`src/design/utf8v_pkg.sv`:
```
`timescale 1ns / 1ps
`default_nettype none

package utf8v_pkg;

  // Range allowed for the next continuation byte.
  typedef enum logic [2:0] {
    CLS_PLAIN = 3'd0,  // 80..BF
    CLS_AFTER_E0 = 3'd1,  // A0..BF
    CLS_AFTER_ED = 3'd2,  // 80..9F
    CLS_AFTER_F0 = 3'd3,  // 90..BF
    CLS_AFTER_F4 = 3'd4   // 80..8F
  } cls_t;

  typedef struct packed {
    logic [1:0] pending;
    cls_t       cls;
    logic       err;
  } utf8v_state_t;

  localparam utf8v_state_t STATE_RESET = '{pending: 2'd0, cls: CLS_PLAIN, err: 1'b0};

  localparam logic [7:0] BYTE_CONT_LO = 8'h80;
  localparam logic [7:0] BYTE_CONT_90 = 8'h90;
  localparam logic [7:0] BYTE_CONT_A0 = 8'ha0;
  localparam logic [7:0] BYTE_CONT_HI = 8'hbf;
  localparam logic [7:0] BYTE_TWO_LO = 8'hc2;
  localparam logic [7:0] BYTE_TWO_HI = 8'hdf;
  localparam logic [7:0] BYTE_THREE_LO = 8'he0;
  localparam logic [7:0] BYTE_SURR_LEAD = 8'hed;
  localparam logic [7:0] BYTE_THREE_HI = 8'hef;
  localparam logic [7:0] BYTE_FOUR_LO = 8'hf0;
  localparam logic [7:0] BYTE_FOUR_HI = 8'hf4;
  localparam logic [1:0] CONT_MASK = 2'b10;

endpackage

`default_nettype wire

```
`src/design/utf8v_step.sv`:
```
`timescale 1ns / 1ps
`default_nettype none

module utf8v_step (
  input  wire utf8v_pkg::utf8v_state_t state,
  input  wire logic [7:0]              text_byte,
  output utf8v_pkg::utf8v_state_t      state_next,
  output logic                         msg_ok
);

  logic cont_ok;

  always_comb begin
    case (state.cls)
      utf8v_pkg::CLS_AFTER_E0:
        cont_ok = (text_byte >= utf8v_pkg::BYTE_CONT_A0) &&
                  (text_byte <= utf8v_pkg::BYTE_CONT_HI);
      utf8v_pkg::CLS_AFTER_ED:
        cont_ok = (text_byte >= utf8v_pkg::BYTE_CONT_LO) &&
                  (text_byte < utf8v_pkg::BYTE_CONT_A0);
      utf8v_pkg::CLS_AFTER_F0:
        cont_ok = (text_byte >= utf8v_pkg::BYTE_CONT_90) &&
                  (text_byte <= utf8v_pkg::BYTE_CONT_HI);
      utf8v_pkg::CLS_AFTER_F4:
        cont_ok = (text_byte >= utf8v_pkg::BYTE_CONT_LO) &&
                  (text_byte < utf8v_pkg::BYTE_CONT_90);
      default:
        cont_ok = (text_byte[7:6] == utf8v_pkg::CONT_MASK);
    endcase
  end

  always_comb begin
    state_next     = state;
    state_next.cls = utf8v_pkg::CLS_PLAIN;
    if (state.pending != 2'd0) begin
      if (!cont_ok) begin
        state_next.err = 1'b1;
      end
      state_next.pending = state.pending - 2'd1;
    end else if (text_byte == 8'd0) begin
      state_next.err = 1'b1;
    end else if (text_byte < utf8v_pkg::BYTE_CONT_LO) begin
      state_next.pending = 2'd0;
    end else if ((text_byte >= utf8v_pkg::BYTE_TWO_LO) &&
                 (text_byte <= utf8v_pkg::BYTE_TWO_HI)) begin
      state_next.pending = 2'd1;
    end else if ((text_byte >= utf8v_pkg::BYTE_THREE_LO) &&
                 (text_byte <= utf8v_pkg::BYTE_THREE_HI)) begin
      state_next.pending = 2'd2;
      if (text_byte == utf8v_pkg::BYTE_THREE_LO) begin
        state_next.cls = utf8v_pkg::CLS_AFTER_E0;
      end else if (text_byte == utf8v_pkg::BYTE_SURR_LEAD) begin
        state_next.cls = utf8v_pkg::CLS_AFTER_ED;
      end
    end else if ((text_byte >= utf8v_pkg::BYTE_FOUR_LO) &&
                 (text_byte <= utf8v_pkg::BYTE_FOUR_HI)) begin
      state_next.pending = 2'd3;
      if (text_byte == utf8v_pkg::BYTE_FOUR_LO) begin
        state_next.cls = utf8v_pkg::CLS_AFTER_F0;
      end else if (text_byte == utf8v_pkg::BYTE_FOUR_HI) begin
        state_next.cls = utf8v_pkg::CLS_AFTER_F4;
      end
    end else begin
      state_next.err = 1'b1;
    end
  end

  // A truncated sequence at the end of the message counts as an error.
  assign msg_ok = !state_next.err && (state_next.pending == 2'd0);

endmodule

`default_nettype wire

```
`src/design/utf8v_result.sv`:
```
`timescale 1ns / 1ps
`default_nettype none

module utf8v_result (
  input  wire  clk,
  input  wire  rst,
  input  wire  load,
  input  wire  load_value,
  input  wire  out_ready,
  output logic slot_free,
  output logic out_valid,
  output logic text_valid
);

  logic out_valid_next;

  assign slot_free = !out_valid || out_ready;

  always_comb begin
    out_valid_next = out_valid;
    if (load) begin
      out_valid_next = 1'b1;
    end else if (out_ready) begin
      out_valid_next = 1'b0;
    end
  end

  always_ff @(posedge clk) begin
    if (rst) begin
      out_valid <= 1'b0;
    end else begin
      out_valid <= out_valid_next;
    end
  end

  always_ff @(posedge clk) begin
    if (load) begin
      text_valid <= load_value;
    end
  end

endmodule

`default_nettype wire

```
`src/design/utf8_stream_validator_unit.sv`:
```
`timescale 1ns / 1ps
`default_nettype none

// Strict UTF-8 checker for a byte stream.
// Input channel: in_valid / in_ready carry one byte of text (text_byte) per
// transaction, with last_byte high on the final byte of a message.
// Output channel: out_valid / out_ready carry one transaction per message,
// text_valid, which is 1 when the whole message was well formed UTF-8 with
// no overlong forms, surrogates, code points above U+10FFFF, illegal lead
// bytes, stray continuation bytes or zero bytes.
// The registered result is valid in the cycle after the final byte is taken.
// Throughput: one byte per cycle while the output slot is free; the decode
// state is updated by a single level of byte-range compares between the
// state and result registers, so bytes and messages can follow back to back.
// When the receiver stalls, the result stays in the output register and
// in_ready drops until it is taken; no byte is taken while the output slot
// is full.
// Reset clears the decode state and empties the output register; after each
// final byte the decode state returns to its reset value.
module utf8_stream_validator_unit (
  input  wire       clk,
  input  wire       rst,
  input  wire       in_valid,
  output logic      in_ready,
  input  wire [7:0] text_byte,
  input  wire       last_byte,
  output logic      out_valid,
  input  wire       out_ready,
  output logic      text_valid
);

  utf8v_pkg::utf8v_state_t state;
  utf8v_pkg::utf8v_state_t state_step;
  utf8v_pkg::utf8v_state_t state_next;
  logic                    msg_ok;
  logic                    slot_free;
  logic                    accept;

  assign in_ready = slot_free;
  assign accept   = in_valid && in_ready;

  utf8v_step u_step (
    .state      (state),
    .text_byte  (text_byte),
    .state_next (state_step),
    .msg_ok     (msg_ok)
  );

  always_comb begin
    state_next = state;
    if (accept) begin
      state_next = last_byte ? utf8v_pkg::STATE_RESET : state_step;
    end
  end

  always_ff @(posedge clk) begin
    if (rst) begin
      state <= utf8v_pkg::STATE_RESET;
    end else begin
      state <= state_next;
    end
  end

  utf8v_result u_result (
    .clk        (clk),
    .rst        (rst),
    .load       (accept && last_byte),
    .load_value (msg_ok),
    .out_ready  (out_ready),
    .slot_free  (slot_free),
    .out_valid  (out_valid),
    .text_valid (text_valid)
  );

endmodule

`default_nettype wire

```
`config.mk`:
```
export PLATFORM = sky130hd
export DESIGN_NAME = utf8_stream_validator_unit
export DESIGN_NICKNAME = d
export VERILOG_FILES = /design/src/design/utf8v_pkg.sv /design/src/design/utf8v_step.sv /design/src/design/utf8v_result.sv /design/src/design/utf8_stream_validator_unit.sv
export SDC_FILE = /design/constraint.sdc
export NUM_CORES = 1
export LEC_CHECK = 0
export BUFFER_PORTS_ARGS = -buffer_cell sky130_fd_sc_hd__buf_2
export CORE_MARGIN = 3
export CORE_UTILIZATION = 44
export CTS_CLUSTER_DIAMETER = 30
export DETAILED_ROUTE_END_ITERATION = 12
export PLACE_DENSITY = 0.71
export SLEW_MARGIN = 20
export SYNTH_ARGS = -nofsm -noshare
export SYNTH_HDL_FRONTEND = slang
export SYNTH_SLANG_ARGS = --single-unit
export TNS_END_PERCENT = 50
```
`constraint.sdc`:
```
create_clock -name clk -period 1.2 [get_ports clk]
set_input_delay 0.06 -clock clk [delete_from_list [all_inputs] [get_ports clk]]
set_output_delay 0.06 -clock clk [all_outputs]
set_load 0.005 [all_outputs]
```
Word level (Yosys, flattened, before mapping) --
Index checks and enable logic that the tools add are counted.
Operators by class: magnitude comparators 13, shifts and indexed selects 0, add/sub/neg operators 1, eq/ne operators 9, multiplexer cells 22, bitwise logic cells 0, div/mod/pow operators 0, reductions and logical operators 17, multiply operators 0
Operator list (count):
- >= comparator 8 bit, second input constant | 6
- equality test 8 bit, second input constant | 4
- <= comparator 8 bit, second input constant | 4
- less-than comparator 8 bit, second input constant | 3
- 2-to-1 mux 5 bit | 3
- 2-to-1 mux 3 bit | 4
- logical AND 1 bit | 10
- zero test 8 bit | 1
- 2-to-1 mux 2 bit | 4
- 2-to-1 mux 4 bit | 2
- 2-to-1 mux 1 bit | 7
- equality test 3 x 2 -> 1 bit, second input constant | 2
- 2-to-1 mux 6 bit | 1
- case mux 1 bit (4 select lines) | 1
- nonzero test 2 bit | 2
- equality test 3 x 1 -> 1 bit, second input constant | 1
- equality test 3 bit, second input constant | 1
- equality test 2 bit, second input constant | 1
- zero test 1 bit | 2
- zero test 2 bit | 1
- subtractor 2 x 1 -> 2 bit, second input constant | 1
- logical OR 1 bit | 1
Word-level totals: memories kept 0, flip-flop bits (word level) 8, memory bits (read-only) 0, latch bits 0, output and inout bits 3, RAM bits 0, input port bits 13, word-level logic and storage cells 67

Logic depth before layout (Yosys ltp) --
depth in word-level cells 11, gate-level depth with buffers 5, mapped depth without buffers 4

Hierarchy --
From an unflattened synthesis, not the netlist that was laid out.
Unflattened totals: cell total of the unflattened synthesis 70, area total of the unflattened synthesis 615.6 um^2
Modules (own cells, without submodules):
- utf8_stream_validator_unit | instances 1, cells an instance 27, sequential area each 120.1 um^2, area an instance 292.8 um^2
- utf8v_step | instances 1, cells an instance 38, sequential area each 0.0 um^2, area an instance 246.5 um^2
- utf8v_result | instances 1, cells an instance 5, sequential area each 50.0 um^2, area an instance 76.3 um^2

Worst setup path after synthesis --
Ideal clock, no wire load.
path kind register to register, from register, netlist name state[4], to register u_result.text_valid (data pin), stages on the path, launching flop included 5, path slack -0.152 ns, setup time 0.158 ns, clock period less this slack 1.352 ns, data required time 1.042 ns, path buffers 0, arrival 1.194 ns, path through dfxtp_1 > or2_4 > a2111oi_4 > o211ai_2 > a211oi_2
Between the ends: word-level cells in the longest chain between the ends 8, elaborated cells between the ends (all ways) 12, classes of those cells 1 x add/sub; 7 x mux; 4 x reduce/logical
Ends and longest elaborated chain:
- 2-to-1 mux 5 bit | line utf8v_step.sv:55 | end else if ((text_byte >= utf8v_pkg::BYTE_FOUR_LO) &&
- 2-to-1 mux 5 bit | line utf8v_step.sv:47 | end else if ((text_byte >= utf8v_pkg::BYTE_THREE_LO) &&
- 2-to-1 mux 2 bit | line utf8v_step.sv:44 | end else if ((text_byte >= utf8v_pkg::BYTE_TWO_LO) &&
- 2-to-1 mux 2 bit | line utf8v_step.sv:42 | end else if (text_byte < utf8v_pkg::BYTE_CONT_LO) begin
- 2-to-1 mux 5 bit | line utf8v_step.sv:40 | end else if (text_byte == 8'd0) begin
- 2-to-1 mux 2 bit | line utf8v_step.sv:35 | if (state.pending != 2'd0) begin
- zero test 2 bit | line utf8v_step.sv:69 | assign msg_ok = !state_next.err && (state_next.pending == 2'd0);
- logical AND 1 bit * | line utf8v_step.sv:69
- named net msg_ok | line utf8_stream_validator_unit.sv:35 | logic msg_ok;
- to (signal assigned) | line utf8v_result.sv:38 | text_valid <= load_value;
- to (decl) | line utf8v_result.sv:12 | output logic text_valid
Mark *: on every way through the listed nets, which the timed path passes. The rest lies on a longest branch. A chain may end at the register's enable or synchronous reset.

Worst setup path in the final report --
from register, netlist name state[5], to register u_result.text_valid (data pin)
Between the ends: word-level cells in the longest chain between the ends 8, elaborated cells between the ends (all ways) 12, classes of those cells 1 x add/sub; 7 x mux; 4 x reduce/logical
Ends and longest elaborated chain (line):
- 2-to-1 mux 5 bit | utf8v_step.sv:55
- 2-to-1 mux 5 bit | utf8v_step.sv:47
- 2-to-1 mux 2 bit | utf8v_step.sv:44
- 2-to-1 mux 2 bit | utf8v_step.sv:42
- 2-to-1 mux 5 bit | utf8v_step.sv:40
- 2-to-1 mux 2 bit | utf8v_step.sv:35
- zero test 2 bit | utf8v_step.sv:69
- logical AND 1 bit * | utf8v_step.sv:69
- named net msg_ok | utf8_stream_validator_unit.sv:35
Marked as above.

==> run summary <==
Syn Inst Count - 70
Die Y - 42.7 um
Layout cells sized above 1 - 40.2%
Fin util - 69.6%
Hold Crit Class - in2reg
Hold Vio Cnt, Final - 0
Yosys cell types - 35
Synth async-reset ratio - 0%
H-tree levels - 1
Total power - 0.000688 W
Via Count - 673
CTS max path bufs - 2
Routed wire length - 1.61 mm
Clk_lat worst skew - 0.26 ns
Post-synth top cells - a21oi_1 (7), dfxtp_1 (7), nand2_1 (7), nor2_1 (5)
Initial antenna violation count - 0
Fmax - 0.760 GHz
Number of synthesized flops with an enable pin - 1
NetSw - 0.000202 W
Die area - 1820 um^2
IR drop worst, VDD - 889 uV
Max Slew Vio Count - 0
Core Area - 1190 um^2
Post-route ant nets - 0
Crit path max fanout - 5
Cts hold-fix bufs - 0
Clock power frac - 35.0%
Arrival time at the worst endpoint - 1.42 ns
Vias in the first global route - 634
Sequential cell fraction of total power - 41.0%
Cell-internal power - 0.000486 W
Setup crit end kind - flop
Ports - 16
Power per cell area - 834 nW/um^2
Largest net degree at the start of global routing - 9
Final worst clock skew - 0.000954 ns
First-pass GRT wire length - 2.71 mm
# setup viols final - 4
Yosys reg bits - 8
Largest cells by area after synthesis - dfxtp_1 (24%), a21oi_1 (5.9%), edfxtp_1 (5.1%), a2111oi_4 (4.7%), nand2_1 (4.4%)
Syn Std Cell Area - 592 um^2
Outcome - finished with violations
Startpoint types - flop
GRT overflow - 0
Clock buffer count from CTS - 3
Period utilisation layout - 110%
Sequential share of the synthesized area - 28.8%
Fin Setup TNS - -0.218 ns
Dpl hpwl - 1.35 mm
Vias/cell - 5.80
Port bufs - 15
Wire length per cell - 13.9 um
Synth warn - 0
Max-Cap Viols - 0
Initial Utilization - 49.9%
Ant diodes - 0
Die Wd - 42.7 um
Switch share - 29.3%
CTS tree - built
Critical Setup Path Class - reg2reg
Num rows - 12
Rel. slew slack - 77.5%
Final WS setup - -0.117 ns
Minimum clock period - 1.32 ns
Worst-path clk slew - 0.06 ns
Worst-Margin Slew - 0.335 ns
Mapped Nets - 83
Root Buffer Master - clkbuf_4
Failing checks - negative setup slack
Req. time, crit path - 1.31 ns
Yosys top cell area share - 23.7%
Gpl congestion - 0.872
Avg Cell Area, Syn - 8.45 um^2
Pleak - 0.348 nW
Top_reg_cell synth - dfxtp_1
DRT iter0 DRCs - 15
All-Layer GR Usage - 19.4%
Area leader, netlist - dfxtp_1
Fill cell total of the finished layout - 100
Area Overhead vs Synth - 39.5%
Nets - 116
# DRC - 0
Logic pwr share - 24.1%
Unrepaired setup endpoints after global routing - yes
DRT Pass-1 Iters - 5
CTS sink cnt - 8
[metal layers]
layer,vias up,track usage [%],wire (um)
met4,0,5.59,21
met1,317,23.5,730
met2,15,32.3,796
met3,4,6.36,60
li1,337,-,-
met5,-,0,0
[worst paths after layout]
kind | from | end | depth (start not counted) | slack [ns]
max | state[5] | u_result.text_valid | 4 | -0.12
min | rst | state[1] | 2 | 0.06
max reg2reg | state[5] | u_result.text_valid | 4 | -0.12
min reg2reg | state[1] | state[1] | 2 | 0.49
[critical path, stage by stage (launching register included)]
cell       delay, ns
dfxtp_2         0.32
or2_4           0.28
a2111oi_4       0.22
o211ai_2        0.16
a211oi_2        0.19
[per-stage QoR]
stage               cell area [um^2]  hold WS (ns)  worst slack, ns  cells
finish                           826        0.0607           -0.117    116
global route                     826        0.0772           -0.177    116
CTS                              813        0.0595           -0.104    116
detailed placement               787         0.335          -0.0981    112
global placement                 787         0.339          -0.0505    112
floorplan                        593         0.200          -0.0457     70
[kinds of logic after synthesis]
| family | share of synthesized area [%] |
|---|---|
| buffers and inverters | 3.81 |
| and+or+nand+nor | 36.4 |
| DFF | 28.8 |
| AOI/OAI and AO/OA | 31.1 |
[flip-flops by register name, summed over array words and instances, names as in the netlist]
name and flops:
u_result.text_valid 1, state 6, u_result.out_valid 1
[what timing repair did]
action | 4_1_cts | 5_1_grt
setup endpoints to repair | 5 | 5
hold endpoints to repair | 0 | 0
pin swaps | 1 | 3
buffers inserted | 0 | 0
resized for setup | 0 | 2
[final cells by class]
class / instances / area (um^2) / share of cell area [%]
clock buffers: 4 / 26.3 / 3.18
multi-input cells: 57 / 412 / 49.8
inverters: 3 / 11.3 / 1.36
flip-flops and latches: 8 / 171 / 20.8
well taps: 14 / 17.5 / 2.12
repair buffers: 30 / 188 / 22.7
[power by group through the flow]
stage                     Clock, W  Sequential, W  Combinational [W]
after detailed placement         0       0.000288           0.000162
after CTS                 0.000242       0.000282           0.000161
final                     0.000241       0.000282           0.000166
after global placement           0       0.000288           0.000158
after floorplan                  0       0.000288          0.0000747
after global routing      0.000255       0.000283           0.000179
[layout by cell type (no fill, tap or decap), drive strengths merged]
master / netlist / layout
o21a: 1 / 1
o21ai: 1 / 1
o211ai: 4 / 4
and2: 1 / 1
a211oi: 1 / 1
nand3: 4 / 4
nor4b: 1 / 1
nand2: 7 / 7
nor4: 3 / 3
and3b: 2 / 2
dfxtp: 7 / 7
nor2b: 1 / 1
a22o: 1 / 1
clkbuf: 1 / 4
o31a: 1 / 1
o22ai: 1 / 1
nor2: 5 / 5
and3: 2 / 2
o2111ai: 1 / 1
nor3: 4 / 4
nand2b: 1 / 1
a32o: 1 / 1
or2: 1 / 1
a32oi: 1 / 1
a2111oi: 1 / 1
inv: 3 / 3
edfxtp: 1 / 1
nand3b: 2 / 2
a21oi: 7 / 7
or3b: 1 / 1
buf: 1 / 30
a41o: 1 / 1
Power figures use the tool's default switching activity.
